$ cat config.mk
export PLATFORM = sky130hd
export DESIGN_NAME = top_k_largest_tracker_top_flat
export DESIGN_NICKNAME = d
export VERILOG_FILES = /design/src/hw/rtl/tkl_pkg.sv /design/src/hw/rtl/tkl_in_if.sv /design/src/hw/rtl/tkl_out_if.sv /design/src/hw/rtl/top_k_largest_tracker_top.sv /design/src/hw/rtl/tkl_ctrl.sv /design/src/hw/rtl/tkl_datapath.sv /design/src/flat_wrapper.sv
export SDC_FILE = /design/constraint.sdc
export NUM_CORES = 2
export LEC_CHECK = 0
export BUFFER_PORTS_ARGS = -buffer_cell sky130_fd_sc_hd__buf_2
export CORE_MARGIN = 2
export CORE_UTILIZATION = 55
export DETAILED_ROUTE_END_ITERATION = 10
export PLACE_DENSITY = 0.8
export SLEW_MARGIN = 0
export SYNTH_ARGS = -nofsm -noshare
export SYNTH_HDL_FRONTEND = slang
export SYNTH_SLANG_ARGS = --single-unit
$ cat constraint.sdc
create_clock -name clk -period 9.47 [get_ports clk]
set_clock_uncertainty 0.15 [all_clocks]
set_input_delay 1.894 -clock clk [delete_from_list [all_inputs] [get_ports clk]]
set_output_delay 1.894 -clock clk [all_outputs]
set_load 0.005 [all_outputs]
$ cat src/hw/rtl/tkl_pkg.sv
package tkl_pkg;

    localparam int CNT_W   = 4;
    localparam int VALUE_W = 32;
    localparam int LABEL_W = 17;
    localparam int CAND_W  = 16;
    localparam int RANK_W  = 3;

    localparam logic [LABEL_W-1:0] LABEL_EMPTY = '1;

    typedef enum logic [1:0] {
        CMD_CLEAR = 2'd0,
        CMD_OFFER = 2'd1,
        CMD_DUMP  = 2'd2,
        CMD_NONE  = 2'd3
    } cmd_t;

    typedef struct packed {
        logic             clear;
        logic             load_cand;
        logic             scan;
        logic             write;
        logic             sort;
        logic             phase;
        logic             emit;
        logic             last;
        logic [CNT_W-1:0] idx;
    } dp_cmd_t;

    typedef struct packed {
        logic out_busy;
    } dp_status_t;

endpackage

$ cat src/hw/rtl/tkl_in_if.sv
interface tkl_in_if
    import tkl_pkg::*;
();
    logic                valid;
    logic                ready;
    logic [1:0]          cmd;
    logic [CAND_W-1:0]   cand_label;
    logic [VALUE_W-1:0]  cand_value;

    modport source (output valid, output cmd, output cand_label, output cand_value,
                    input ready);
    modport sink   (input valid, input cmd, input cand_label, input cand_value,
                    output ready);
endinterface

$ cat src/hw/rtl/tkl_out_if.sv
interface tkl_out_if
    import tkl_pkg::*;
();
    logic                       valid;
    logic                       ready;
    logic [RANK_W-1:0]          rank;
    logic signed [LABEL_W-1:0]  out_label;
    logic [VALUE_W-1:0]         out_value;
    logic                       last;

    modport source (output valid, output rank, output out_label, output out_value,
                    output last, input ready);
    modport sink   (input valid, input rank, input out_label, input out_value,
                    input last, output ready);
endinterface

$ cat src/hw/rtl/top_k_largest_tracker_top.sv
// Keeps the largest values offered during one frame, each with its label.
// Transactions arrive on cmd_ch: a clear empties every slot, an offer replaces the
// first slot holding the smallest value when the offered value is strictly larger,
// and a dump returns the slots in use on res_ch in descending order, ties in slot
// order, with last set on the final transaction; the slots are then kept sorted.
// The slot count is written through cfg_we and cfg_wdata; the user must write it
// only while the block is idle, as the block itself does not enforce this. Zero
// turns every command into a no-op, and counts above MAX_SLOTS saturate. Only one
// command is in progress at a time. A clear is done in the idle state; an offer
// runs a serial scan for the minimum over one shared read port, then writes. A
// dump runs odd-even sorting passes and then delivers one result per cycle while
// the receiver is ready. Results leave through an output register, so a stalled
// receiver only holds the dump; the next command may be taken while the final
// result still waits. Reset empties every slot and sets the count to zero.
module top_k_largest_tracker_top
    import tkl_pkg::*;
#(
    parameter int MAX_SLOTS = 8
)
(
    input  logic             clk,
    input  logic             rst_n,
    input  logic             cfg_we,
    input  logic [CNT_W-1:0] cfg_wdata,
    tkl_in_if.sink           cmd_ch,
    tkl_out_if.source        res_ch
);

    localparam int MAX_COUNT = (1 << CNT_W) - 1;
    localparam int NUM_SLOTS = (MAX_SLOTS < MAX_COUNT) ? MAX_SLOTS : MAX_COUNT;
    localparam logic [CNT_W-1:0] SLOT_LIMIT = CNT_W'(NUM_SLOTS);

    logic [CNT_W-1:0] slots_in_use_reg;
    logic [CNT_W-1:0] n_act;
    dp_cmd_t          dp_cmd;
    dp_status_t       status;

    always_ff @(posedge clk or negedge rst_n)
    begin
        if (!rst_n)
        begin
            slots_in_use_reg <= '0;
        end
        else if (cfg_we)
        begin
            slots_in_use_reg <= cfg_wdata;
        end
    end

    assign n_act = (slots_in_use_reg > SLOT_LIMIT) ? SLOT_LIMIT : slots_in_use_reg;

    tkl_ctrl u_ctrl (
        .clk      (clk),
        .rst_n    (rst_n),
        .n_act    (n_act),
        .in_valid (cmd_ch.valid),
        .in_cmd   (cmd_ch.cmd),
        .in_ready (cmd_ch.ready),
        .status   (status),
        .dp_cmd   (dp_cmd)
    );

    tkl_datapath #(
        .NUM_SLOTS (NUM_SLOTS)
    ) u_datapath (
        .clk        (clk),
        .rst_n      (rst_n),
        .n_act      (n_act),
        .cand_label (cmd_ch.cand_label),
        .cand_value (cmd_ch.cand_value),
        .dp_cmd     (dp_cmd),
        .status     (status),
        .res_ch     (res_ch)
    );

endmodule

$ cat src/hw/rtl/tkl_ctrl.sv
module tkl_ctrl
    import tkl_pkg::*;
(
    input  logic             clk,
    input  logic             rst_n,
    input  logic [CNT_W-1:0] n_act,
    input  logic             in_valid,
    input  logic [1:0]       in_cmd,
    output logic             in_ready,
    input  dp_status_t       status,
    output dp_cmd_t          dp_cmd
);

    typedef enum logic [4:0] {
        ST_IDLE  = 5'b00001,
        ST_SCAN  = 5'b00010,
        ST_WRITE = 5'b00100,
        ST_SORT  = 5'b01000,
        ST_EMIT  = 5'b10000
    } state_t;

    state_t           state_reg, state_next;
    logic [CNT_W-1:0] idx_reg, idx_next;
    logic [CNT_W-1:0] pass_reg, pass_next;
    logic             accept;
    logic             idx_is_last;
    logic             pass_is_last;

    assign in_ready     = (state_reg == ST_IDLE);
    assign accept       = in_valid && in_ready && (n_act != '0);
    assign idx_is_last  = ((idx_reg + CNT_W'(1)) == n_act);
    assign pass_is_last = ((pass_reg + CNT_W'(1)) == n_act);

    always_comb
    begin
        state_next = state_reg;
        idx_next   = idx_reg;
        pass_next  = pass_reg;
        dp_cmd     = '0;
        dp_cmd.idx = idx_reg;
        unique case (state_reg)
            ST_IDLE:
            begin
                if (accept)
                begin
                    unique case (cmd_t'(in_cmd))
                        CMD_CLEAR:
                        begin
                            dp_cmd.clear = 1'b1;
                        end
                        CMD_OFFER:
                        begin
                            dp_cmd.load_cand = 1'b1;
                            idx_next         = '0;
                            state_next       = ST_SCAN;
                        end
                        CMD_DUMP:
                        begin
                            pass_next  = '0;
                            state_next = ST_SORT;
                        end
                        CMD_NONE:
                        begin
                            state_next = ST_IDLE;
                        end
                    endcase
                end
            end
            ST_SCAN:
            begin
                dp_cmd.scan = 1'b1;
                if (idx_is_last)
                begin
                    state_next = ST_WRITE;
                end
                else
                begin
                    idx_next = idx_reg + CNT_W'(1);
                end
            end
            ST_WRITE:
            begin
                dp_cmd.write = 1'b1;
                state_next   = ST_IDLE;
            end
            ST_SORT:
            begin
                dp_cmd.sort  = 1'b1;
                dp_cmd.phase = pass_reg[0];
                if (pass_is_last)
                begin
                    idx_next   = '0;
                    state_next = ST_EMIT;
                end
                else
                begin
                    pass_next = pass_reg + CNT_W'(1);
                end
            end
            ST_EMIT:
            begin
                if (!status.out_busy)
                begin
                    dp_cmd.emit = 1'b1;
                    dp_cmd.last = idx_is_last;
                    if (idx_is_last)
                    begin
                        state_next = ST_IDLE;
                    end
                    else
                    begin
                        idx_next = idx_reg + CNT_W'(1);
                    end
                end
            end
            default:
            begin
                state_next = ST_IDLE;
            end
        endcase
    end

    always_ff @(posedge clk or negedge rst_n)
    begin
        if (!rst_n)
        begin
            state_reg <= ST_IDLE;
            idx_reg   <= '0;
            pass_reg  <= '0;
        end
        else
        begin
            state_reg <= state_next;
            idx_reg   <= idx_next;
            pass_reg  <= pass_next;
        end
    end

endmodule

$ cat src/hw/rtl/tkl_datapath.sv
module tkl_datapath
    import tkl_pkg::*;
#(
    parameter int NUM_SLOTS = 8
)
(
    input  logic               clk,
    input  logic               rst_n,
    input  logic [CNT_W-1:0]   n_act,
    input  logic [CAND_W-1:0]  cand_label,
    input  logic [VALUE_W-1:0] cand_value,
    input  dp_cmd_t            dp_cmd,
    output dp_status_t         status,
    tkl_out_if.source          res_ch
);

    localparam int IDX_W = (NUM_SLOTS > 1) ? $clog2(NUM_SLOTS) : 1;

    logic [VALUE_W-1:0] slot_value_reg [NUM_SLOTS];
    logic [VALUE_W-1:0] slot_value_next[NUM_SLOTS];
    logic [LABEL_W-1:0] slot_label_reg [NUM_SLOTS];
    logic [LABEL_W-1:0] slot_label_next[NUM_SLOTS];

    logic [VALUE_W-1:0] cand_value_reg;
    logic [LABEL_W-1:0] cand_label_reg;
    logic [VALUE_W-1:0] min_value_reg;
    logic [IDX_W-1:0]   pick_reg;

    logic [IDX_W-1:0]   idx_sel;
    logic [VALUE_W-1:0] rd_value;
    logic [LABEL_W-1:0] rd_label;
    logic [NUM_SLOTS:0] pair_swap;
    logic               replace;

    logic                out_valid_reg;
    logic [RANK_W-1:0]   out_rank_reg;
    logic [LABEL_W-1:0]  out_label_reg;
    logic [VALUE_W-1:0]  out_value_reg;
    logic                out_last_reg;

    assign idx_sel  = dp_cmd.idx[IDX_W-1:0];
    assign rd_value = slot_value_reg[idx_sel];
    assign rd_label = slot_label_reg[idx_sel];
    assign replace  = dp_cmd.write && (cand_value_reg > min_value_reg);

    // Odd-even transposition: bit k marks a swap of slots k-1 and k.
    always_comb
    begin
        pair_swap = '0;
        for (int k = 1; k < NUM_SLOTS; k++)
        begin
            pair_swap[k] = dp_cmd.sort
                           && (k[0] != dp_cmd.phase)
                           && (CNT_W'(k) < n_act)
                           && (slot_value_reg[k-1] < slot_value_reg[k]);
        end
    end

    always_comb
    begin
        for (int j = 0; j < NUM_SLOTS; j++)
        begin
            slot_value_next[j] = slot_value_reg[j];
            slot_label_next[j] = slot_label_reg[j];
            if (dp_cmd.clear)
            begin
                slot_value_next[j] = '0;
                slot_label_next[j] = LABEL_EMPTY;
            end
            else if (replace && (pick_reg == IDX_W'(j)))
            begin
                slot_value_next[j] = cand_value_reg;
                slot_label_next[j] = cand_label_reg;
            end
            else if ((j + 1 < NUM_SLOTS) && pair_swap[j+1])
            begin
                slot_value_next[j] = slot_value_reg[(j + 1 < NUM_SLOTS) ? j + 1 : j];
                slot_label_next[j] = slot_label_reg[(j + 1 < NUM_SLOTS) ? j + 1 : j];
            end
            else if (j > 0 && pair_swap[j])
            begin
                slot_value_next[j] = slot_value_reg[(j > 0) ? j - 1 : j];
                slot_label_next[j] = slot_label_reg[(j > 0) ? j - 1 : j];
            end
        end
    end

    always_ff @(posedge clk or negedge rst_n)
    begin
        if (!rst_n)
        begin
            for (int j = 0; j < NUM_SLOTS; j++)
            begin
                slot_value_reg[j] <= '0;
                slot_label_reg[j] <= LABEL_EMPTY;
            end
        end
        else
        begin
            slot_value_reg <= slot_value_next;
            slot_label_reg <= slot_label_next;
        end
    end

    always_ff @(posedge clk)
    begin
        if (dp_cmd.load_cand)
        begin
            cand_value_reg <= cand_value;
            cand_label_reg <= {1'b0, cand_label};
        end
        if (dp_cmd.scan && ((dp_cmd.idx == '0) || (rd_value < min_value_reg)))
        begin
            min_value_reg <= rd_value;
            pick_reg      <= idx_sel;
        end
        if (dp_cmd.emit)
        begin
            out_rank_reg  <= dp_cmd.idx[RANK_W-1:0];
            out_label_reg <= rd_label;
            out_value_reg <= rd_value;
            out_last_reg  <= dp_cmd.last;
        end
    end

    always_ff @(posedge clk or negedge rst_n)
    begin
        if (!rst_n)
        begin
            out_valid_reg <= 1'b0;
        end
        else if (dp_cmd.emit)
        begin
            out_valid_reg <= 1'b1;
        end
        else if (res_ch.ready)
        begin
            out_valid_reg <= 1'b0;
        end
    end

    assign status.out_busy  = out_valid_reg && !res_ch.ready;
    assign res_ch.valid     = out_valid_reg;
    assign res_ch.rank      = out_rank_reg;
    assign res_ch.out_label = out_label_reg;
    assign res_ch.out_value = out_value_reg;
    assign res_ch.last      = out_last_reg;

endmodule

$ cat src/flat_wrapper.sv
// flat-port wrapper written by rule: the top's interface ports become plain ports
module top_k_largest_tracker_top_flat import tkl_pkg::*;
#(
    parameter int MAX_SLOTS = 8
)
  (clk, rst_n, cfg_we, cfg_wdata, cmd_ch_valid, cmd_ch_cmd, cmd_ch_cand_label, cmd_ch_cand_value, cmd_ch_ready, res_ch_valid, res_ch_rank, res_ch_out_label, res_ch_out_value, res_ch_last, res_ch_ready);
  tkl_in_if cmd_ch_i ();
  tkl_out_if res_ch_i ();
  input  logic clk;
  input  logic rst_n;
  input  logic cfg_we;
  input  logic [CNT_W-1:0] cfg_wdata;
  input wire logic [$bits(cmd_ch_i.valid)-1:0] cmd_ch_valid;
  input wire logic [$bits(cmd_ch_i.cmd)-1:0] cmd_ch_cmd;
  input wire logic [$bits(cmd_ch_i.cand_label)-1:0] cmd_ch_cand_label;
  input wire logic [$bits(cmd_ch_i.cand_value)-1:0] cmd_ch_cand_value;
  output wire logic [$bits(cmd_ch_i.ready)-1:0] cmd_ch_ready;
  output wire logic [$bits(res_ch_i.valid)-1:0] res_ch_valid;
  output wire logic [$bits(res_ch_i.rank)-1:0] res_ch_rank;
  output wire logic [$bits(res_ch_i.out_label)-1:0] res_ch_out_label;
  output wire logic [$bits(res_ch_i.out_value)-1:0] res_ch_out_value;
  output wire logic [$bits(res_ch_i.last)-1:0] res_ch_last;
  input wire logic [$bits(res_ch_i.ready)-1:0] res_ch_ready;
  assign cmd_ch_i.valid = cmd_ch_valid;
  assign cmd_ch_i.cmd = cmd_ch_cmd;
  assign cmd_ch_i.cand_label = cmd_ch_cand_label;
  assign cmd_ch_i.cand_value = cmd_ch_cand_value;
  assign cmd_ch_ready = cmd_ch_i.ready;
  assign res_ch_valid = res_ch_i.valid;
  assign res_ch_rank = res_ch_i.rank;
  assign res_ch_out_label = res_ch_i.out_label;
  assign res_ch_out_value = res_ch_i.out_value;
  assign res_ch_last = res_ch_i.last;
  assign res_ch_i.ready = res_ch_ready;
  top_k_largest_tracker_top #(.MAX_SLOTS(MAX_SLOTS)) u_core (.clk(clk), .rst_n(rst_n), .cfg_we(cfg_we), .cfg_wdata(cfg_wdata), .cmd_ch(cmd_ch_i), .res_ch(res_ch_i));
endmodule
After elaboration in Yosys (flattened, before gate mapping). Cells that the tools add are included.

Flip-flop bits (word level): 546. Input bits: 59. Output and inout port bits: 55. Word-level logic and storage cells: 223.

Add/sub/neg operators: 2. $lt $le $gt $ge: 18. Eq/ne operators: 26. Mux-type cells: 95. Bitwise logic cells: 3. Reductions and logical operators: 50.

Operators by type and width (number): 32-bit 2-to-1 mux (32); 17-bit 2-to-1 mux (32); 32-bit less-than comparator (8); 32-bit binary-select mux with 3-bit select (1); 17-bit binary-select mux with 3-bit select (1); 4-bit 2-to-1 mux (9); 32-bit greater-than comparator (1); 4-bit nonzero test (8); 1-bit logical AND (29); 5-bit 2-to-1 mux (5); 5-bit one-hot mux with 4 select lines (1); 3-bit by 4-bit less-than comparator with 1-bit output (first input constant) (4); 4-bit one-hot mux with 4 select lines (1); 5-bit one-hot mux with 3 select lines (1); 3-bit equality test (second input constant) (4); 2-bit 2-to-1 mux (5); 2-bit != test (second input constant) (5); 4-bit by 1-bit adder with 4-bit output (second input constant) (2); 4-bit equality test (2); 2-bit by 4-bit less-than comparator with 1-bit output (first input constant) (2); 4-bit one-hot mux with 2 select lines (1); 3-bit by 2-bit equality test with 1-bit output (second input constant) (2); 1-bit 2-to-1 mux (6); 2-bit by 1-bit != test with 1-bit output (second input constant) (3); 25 further kinds (29).

Logic depth before layout (Yosys ltp).
Depth in word-level cells: 10. Depth in mapped cells: 15. Gate-level depth less buffers: 12.

Hierarchy. A second synthesis with hierarchy kept.

Cell total of the unflattened synthesis: 3695. Area, all modules: 36975.5 sq um.

By module, submodules not included: tkl_datapath (instances 1, cells an instance 3581, area an instance 35793.1 sq um, sequential area each 14088.5 sq um); tkl_ctrl (instances 1, cells an instance 102, area an instance 1014.7 sq um, sequential area each 326.6 sq um); top_k_largest_tracker_top (instances 1, cells an instance 12, area an instance 167.7 sq um, sequential area each 100.1 sq um).

Least setup slack after synthesis. No wires, ideal clock.

Path kind: reg2reg. Start: register u_core.u_ctrl.idx_reg[0]. End: register u_core.u_datapath.min_value_reg[0] (enable). Library setup time: 0.440 ns. Arrival time: 5.336 ns. Required time: 8.880 ns. Path slack: 3.544 ns. Stages on the path, launching flop included: 15. Buffers on the path: 3. Clock period less this slack: 5.926 ns. Cells stage by stage: dfrtp_1 -> clkbuf_1 -> buf_1 -> buf_1 -> mux4_2 -> o21ai_0 -> ha_1 -> a21o_1 -> a21o_1 -> a21oi_1 -> o21ai_0 -> o21a_1 -> o21ai_0 -> a31oi_1 -> o22ai_1.

Cells in the longest elaborated chain, start to end: 7. Elaborated cells between the ends (all ways): 8. Those cells by class: order compare: 1; mux: 3; bitwise: 1; reduce/logical: 3.

Ends and longest elaborated chain: start, declared (RTL line tkl_ctrl.sv:23) `logic [CNT_W-1:0] idx_reg, idx_next;`; start signal, assigned (RTL line tkl_ctrl.sv:134) `idx_reg <= idx_next;`; 3-bit NOT with 4-bit output (not written as such) (RTL line tkl_datapath.sv:42) `assign rd_value = slot_value_reg[idx_sel];`; 32-bit binary-select mux with 3-bit select (RTL line tkl_datapath.sv:42); 32-bit 2-to-1 mux (not written as such) (2 in series) (RTL line tkl_datapath.sv:42); named net u_core.u_datapath.rd_value[9] (RTL line tkl_datapath.sv:30) `logic [VALUE_W-1:0] rd_value;`; 32-bit less-than comparator (RTL line tkl_datapath.sv:112) `if (dp_cmd.scan && ((dp_cmd.idx == '0) || (rd_value < min_value_reg)))`; 1-bit logical OR (RTL line tkl_datapath.sv:112); 1-bit logical AND (RTL line tkl_datapath.sv:112); end signal, assigned (RTL line tkl_datapath.sv:114) `min_value_reg <= rd_value;`; end, declared (RTL line tkl_datapath.sv:26) `logic [VALUE_W-1:0] min_value_reg;`.

The timed path passes the listed nets, and every way through them passes these cells. The select of a mux whose other input is x is not followed. A chain may end at the register's enable or synchronous reset.

Worst setup path in the final report.
Start: register u_core.u_datapath.cand_value_reg[23]. End: register u_core.u_datapath.slot_value_reg[75] (netlist bit).

Cells in the longest elaborated chain, start to end: 5. Elaborated cells between the ends (all ways): 6. Those cells by class: order compare: 1; mux: 2; reduce/logical: 3.

Ends and longest elaborated chain: start, declared (RTL line tkl_datapath.sv:24) `logic [VALUE_W-1:0] cand_value_reg;`; start signal, assigned (RTL line tkl_datapath.sv:109) `cand_value_reg <= cand_value;`; 32-bit greater-than comparator (*) (RTL line tkl_datapath.sv:44) `assign replace = dp_cmd.write && (cand_value_reg > min_value_reg);`; 1-bit logical AND (*) (RTL line tkl_datapath.sv:44); 1-bit logical AND (*) (RTL line tkl_datapath.sv:70) `else if (replace && (pick_reg == IDX_W'(j)))`; 32-bit 2-to-1 mux (RTL line tkl_datapath.sv:70); 32-bit 2-to-1 mux (RTL line tkl_datapath.sv:65) `if (dp_cmd.clear)`; end signal, assigned (RTL line tkl_datapath.sv:100) `slot_value_reg <= slot_value_next;`; end, declared (RTL line tkl_datapath.sv:19) `logic [VALUE_W-1:0] slot_value_reg [NUM_SLOTS];`.

Every way passes the cells marked *; elsewhere a longest branch is shown, timed or not.

==> results <==
- In the layout the commonest cells are sky130_fd_sc_hd__inv_1 (344), sky130_fd_sc_hd__o21ai_0 (289), sky130_fd_sc_hd__ha_1 (283).
- The via count normalized by instance count is 6.962.
- The overall via count from detail_route is 30829.
- In this run the most critical hold path is launched from u_core.u_datapath.slot_label_reg[56]$_DFFE_PN1P_.
- The post-route worst hold slack is 0.3276 ns.
- The commonest non-fill, non-tap cell in the layout is sky130_fd_sc_hd__inv_1.
- The area of the mapped netlist is 0.03572 mm^2.
- On the critical path, the stage with the largest delay is an instance of sky130_fd_sc_hd__or4b_4.
- The share of post-route cells with drive strength above 1 is 0.1747.
- Entering global routing, the biggest net connects 156 pins.
- Along the worst path, the maximum fanout reaches 60.
- The overall power consumption is 0.01215 W.
- The cell count after synthesis came out at 3566.
- The total power per unit cell area is 313.0 mW/mm^2.
- Counting both buffers and inverters, the worst setup path holds a total of 2.
- In this run the core area contains 93 standard-cell rows.
- The reg-to-reg critical path endpoint is u_core.u_datapath.slot_value_reg[75]$_DFFE_PN0P_.
- After clock tree synthesis, the clock-pin slew on the worst setup and hold paths is 0.06 ns.
- The area used by multi-input combinational logic is 0.01907 mm^2.
- The type of the worst min-delay path is reg -> reg.
- The clock latency of the later-clocked register in the worst-skew pair is 0.64 ns.
- The leakage power is 15.79 nW.
- On the worst path, the slowest cell contributes a delay of 0.77 ns.
- The number of antenna violations at the first check in global routing is 4.
- IR analysis of the VDD net gives a maximum drop of 168.2 uV.
- The die covers 0.06701 mm^2.
- The top-level I/O count is 114.
- The number of storage elements in the synthesis netlist is 546.
- Routability-driven placement finished with a final weighted congestion of 0.9680.
- Averaged over all synthesized cells, the footprint is 10.02 um^2.
- The area of all placed cells without fillers is 0.03883 mm^2.
- The initial utilization of the core area, before any placement, comes to 0.5552.
- The first routing iteration left 3751 violations.
- The first detailed-routing pass took 6 iterations.
- The via count of the first global-routing pass came to 30308.
- Setup repair after global routing left no endpoint under its margin.
- The number of cells in the finished layout apart from fillers is 4428.
- Traced cell by cell, the critical path runs through ha_1 -> a21oi_1 -> o21ai_0 -> a221oi_1 -> nand3_1 -> o2111ai_4 -> buf_4 -> or4b_4 -> buf_4 -> o21ai_0 -> o22ai_1.
- At the pin with the least slew margin, the transition time is 1.271 ns.
- The category of the most critical setup path is reg -> reg.
- The number of instances resized during post-cts repair is 0.
- Data arrives at the worst endpoint at 5.71 ns.
- Setup violations remaining at the end of the flow were counted as 0.
- TritonCTS created 57 clock buffers.
- The tree is rooted in a sky130_fd_sc_hd__clkbuf_16.
- Wires add up to 116.0 mm.
- Grouping stages by cell kind, the critical path spends the most delay in compound AO/OA/AOI/OAI gates.
- The first global-routing pass estimated 177.8 mm of wire.
- The placed wire-length estimate after detailed placement is 74.86 mm.
- The count of nets left with antenna violations after detail routing is 0.
- For this run, the post-layout net count is 3869.
- The horizontal die dimension is 258.9 um.
- Global routing finished with a remaining overflow of 0.
- In the global route stage, overall resource usage came out at 0.3418.
- The count of endpoints failing hold in the final timing report is 0.
- The number of buffers inserted for hold repair after clock tree synthesis is 0.
- The number of pins with negative max-slew slack in the final report is 0.
- During synthesis, Yosys emitted a total of 0 warnings.
- The flow ran to the end, and the final reports show no timing, DRC or antenna violations.
- The worst setup path is launched from a flop.
- The area overhead of the layout relative to synthesis is 8.700%.
- The primary flip-flop cell chosen by synthesis mapping is sky130_fd_sc_hd__dfrtp_1.
- The startpoint identified for the worst register-to-register timing path is u_core.u_datapath.cand_value_reg[23]$_DFFE_PP_.
- The core outline area is 0.06435 mm^2.
- Along the worst hold path, the cell count comes to 2.
- The detailed-route DRC error count is 0.
- Derived from the worst setup path, the maximum achievable clock frequency is 0.1863 GHz.
- Counting flops with a built-in enable in the synthesized netlist gives 136.
- The summed negative setup slack over all endpoints is 0 ns.
- In this run, distinct cell masters in the synthesized netlist total 79.
- After detailed placement, the total cell area comes to 0.03698 mm^2.
- The critical path depth in cells is 11.
- Across the run, the number of max-cap violations was 0.
- STA classifies the critical path endpoint as a flop.
- In this run, placement finished with an instance count of 4323.
- Buffers placed on the I/O ports in this run total 113.
- Of the synthesized area, sequential elements account for 0.4063.
- The register-to-register path setup slack is 4.10 ns.
- The net count after synthesis is 3908.
- The flip-flop count of the largest register, all copies and words added is 256.
- No sink is reached through more buffers than the 3 on the longest clock path.
- At the worst endpoint, the required time is 9.81 ns.
- The floorplan step set the die height to 258.9 um.
- The sequential cells in the finished layout cover a total of 0.01453 mm^2.
- After layout, the minimum clock period comes to 5.368 ns.
- In the synthesized netlist the async set-or-reset flop fraction comes to 0.7509.
- The fraction of the cycle the final worst path needs is 0.5669.
- Counting cells, the worst reg-to-reg path comes to 11.
- TritonCTS built the clock tree.
- The number of clock sinks seen by CTS is 546.
- The path with the worst hold slack has its endpoint at u_core.u_datapath.slot_label_reg[56]$_DFFE_PN1P_.
- The number of buffers added for setup after CTS is 0.
- The filler cells instantiated in the layout total 5214.
- In this run the number of H-tree levels came out at 2.
- The routed wire length per instance is 26.19 um.
- The normalized max-slew margin is 0.1440.
[report_power, final]
group	internal [W]	switching, W	total, W
Combinational	0.00228	0.00328	0.00556
Clock	0.00130	0.000998	0.00229
Sequential	0.00337	0.000922	0.00429
Total	0.00695	0.00520	0.0122
[final cells by class]
| type | count | area share |
|---|---|---|
| Antenna cell | 1 | 0.00006444 |
| Clock buffer | 87 | 0.04414 |
| Clock inverter | 17 | 0.003576 |
| Inverter | 347 | 0.03354 |
| Multi-Input combinational cell | 2408 | 0.4911 |
| Sequential cell | 546 | 0.3741 |
| Tap cell | 855 | 0.02755 |
| Timing Repair Buffer | 167 | 0.02591 |
[worst max-delay path by stage]
stage | startpoint | endpoint | slack (ns)
2_1_floorplan | u_core.u_ctrl.idx_reg[0]$_DFFE_PN0P_ | u_core.u_datapath.min_value_reg[0]$_DFFE_PP_ | 3.54
3_3_place_gp | u_core.u_ctrl.idx_reg[0]$_DFFE_PN0P_ | u_core.u_datapath.min_value_reg[0]$_DFFE_PP_ | 4.18
3_5_place_dp | u_core.u_ctrl.idx_reg[0]$_DFFE_PN0P_ | u_core.u_datapath.min_value_reg[1]$_DFFE_PP_ | 4.19
4_1_cts | u_core.u_ctrl.idx_reg[0]$_DFFE_PN0P_ | u_core.u_datapath.min_value_reg[1]$_DFFE_PP_ | 4.18
5_1_grt | u_core.u_ctrl.idx_reg[0]$_DFFE_PN0P_ | u_core.u_datapath.pick_reg[1]$_DFFE_PP_ | 3.78
6_report | u_core.u_datapath.cand_value_reg[23]$_DFFE_PP_ | u_core.u_datapath.slot_value_reg[75]$_DFFE_PN0P_ | 4.10
[worst reg2reg max path: stages (launching register included)]
cell and delay [ns]:
sky130_fd_sc_hd__edfxtp_1 0.53, sky130_fd_sc_hd__ha_1 0.39, sky130_fd_sc_hd__a21oi_1 0.15, sky130_fd_sc_hd__o21ai_0 0.17, sky130_fd_sc_hd__a221oi_1 0.74, sky130_fd_sc_hd__nand3_1 0.35
sky130_fd_sc_hd__o2111ai_4 0.49, sky130_fd_sc_hd__buf_4 0.65, sky130_fd_sc_hd__or4b_4 0.83, sky130_fd_sc_hd__buf_4 0.45, sky130_fd_sc_hd__o21ai_0 0.23, sky130_fd_sc_hd__o22ai_1 0.10
[per-layer routing]
layer  vias up  routed length (um)  track usage
met1     14916               43790       0.4532
met5         -                 219      0.01994
met2      2210               50740       0.5123
met4         8                5925       0.1697
met3       428               15310      0.09732
li1      13267                   -            -
[Yosys cell counts (8+ instances only)]
| cell | number | area share |
|---|---|---|
| sky130_fd_sc_hd__inv_1 | 344 | 0.036 |
| sky130_fd_sc_hd__o21ai_0 | 289 | 0.040 |
| sky130_fd_sc_hd__ha_1 | 283 | 0.099 |
| sky130_fd_sc_hd__dfrtp_1 | 273 | 0.19 |
| sky130_fd_sc_hd__nand2_1 | 240 | 0.025 |
| sky130_fd_sc_hd__clkbuf_1 | 202 | 0.021 |
| sky130_fd_sc_hd__nor2_1 | 151 | 0.016 |
| sky130_fd_sc_hd__mux2i_1 | 145 | 0.041 |
| sky130_fd_sc_hd__a21oi_1 | 139 | 0.019 |
| sky130_fd_sc_hd__dfstp_2 | 137 | 0.10 |
| sky130_fd_sc_hd__edfxtp_1 | 136 | 0.11 |
| sky130_fd_sc_hd__nor3_1 | 115 | 0.016 |
| sky130_fd_sc_hd__mux4_2 | 98 | 0.062 |
| sky130_fd_sc_hd__nand3_1 | 96 | 0.013 |
| sky130_fd_sc_hd__o22ai_1 | 68 | 0.012 |
| sky130_fd_sc_hd__a221o_1 | 64 | 0.018 |
| sky130_fd_sc_hd__a22o_1 | 64 | 0.016 |
| sky130_fd_sc_hd__mux2_2 | 56 | 0.018 |
| sky130_fd_sc_hd__a22oi_1 | 48 | 0.010 |
| sky130_fd_sc_hd__nand2b_1 | 45 | 0.0079 |
| sky130_fd_sc_hd__a31oi_1 | 42 | 0.0074 |
| sky130_fd_sc_hd__o211ai_1 | 40 | 0.0084 |
| sky130_fd_sc_hd__nand4_1 | 39 | 0.0068 |
| sky130_fd_sc_hd__a21o_1 | 35 | 0.0074 |
| sky130_fd_sc_hd__a221oi_1 | 34 | 0.0083 |
| sky130_fd_sc_hd__o22a_1 | 34 | 0.0083 |
| sky130_fd_sc_hd__and2_1 | 29 | 0.0051 |
| sky130_fd_sc_hd__o31ai_1 | 28 | 0.0059 |
| sky130_fd_sc_hd__buf_2 | 27 | 0.0038 |
| sky130_fd_sc_hd__o221ai_1 | 25 | 0.0061 |
| sky130_fd_sc_hd__a41oi_1 | 21 | 0.0051 |
| sky130_fd_sc_hd__a311oi_1 | 18 | 0.0044 |
| sky130_fd_sc_hd__o221a_2 | 16 | 0.0050 |
| sky130_fd_sc_hd__buf_1 | 15 | 0.0016 |
| sky130_fd_sc_hd__and4_1 | 12 | 0.0029 |
| sky130_fd_sc_hd__buf_4 | 12 | 0.0025 |
| sky130_fd_sc_hd__nor2b_1 | 12 | 0.0021 |
| sky130_fd_sc_hd__a211oi_1 | 11 | 0.0023 |
| sky130_fd_sc_hd__a221oi_2 | 10 | 0.0042 |
| sky130_fd_sc_hd__o21a_1 | 9 | 0.0019 |
| sky130_fd_sc_hd__a31o_2 | 8 | 0.0020 |
[cells by family after synthesis]
group,Yosys count,share of synthesized area
AO/OA/AOI/OAI,1032,0.1995
AND/OR/NAND/NOR,785,0.1049
buffers and inverters,612,0.06735
flip-flops,546,0.4063
multiplexers,301,0.1207
adder cells (fa/ha/maj),283,0.09912
XOR/XNOR,7,0.002101
[per-stage QoR]
stage / util / setup slack, ns
CTS: 0.6034 / 4.184
finish: 0.6035 / 4.102
floorplan: - / 3.544
detailed placement: 0.5746 / 4.190
global placement: 0.5746 / 4.182
global route: 0.6034 / 3.781
No activity file was read; power rests on OpenSTA's default activity.
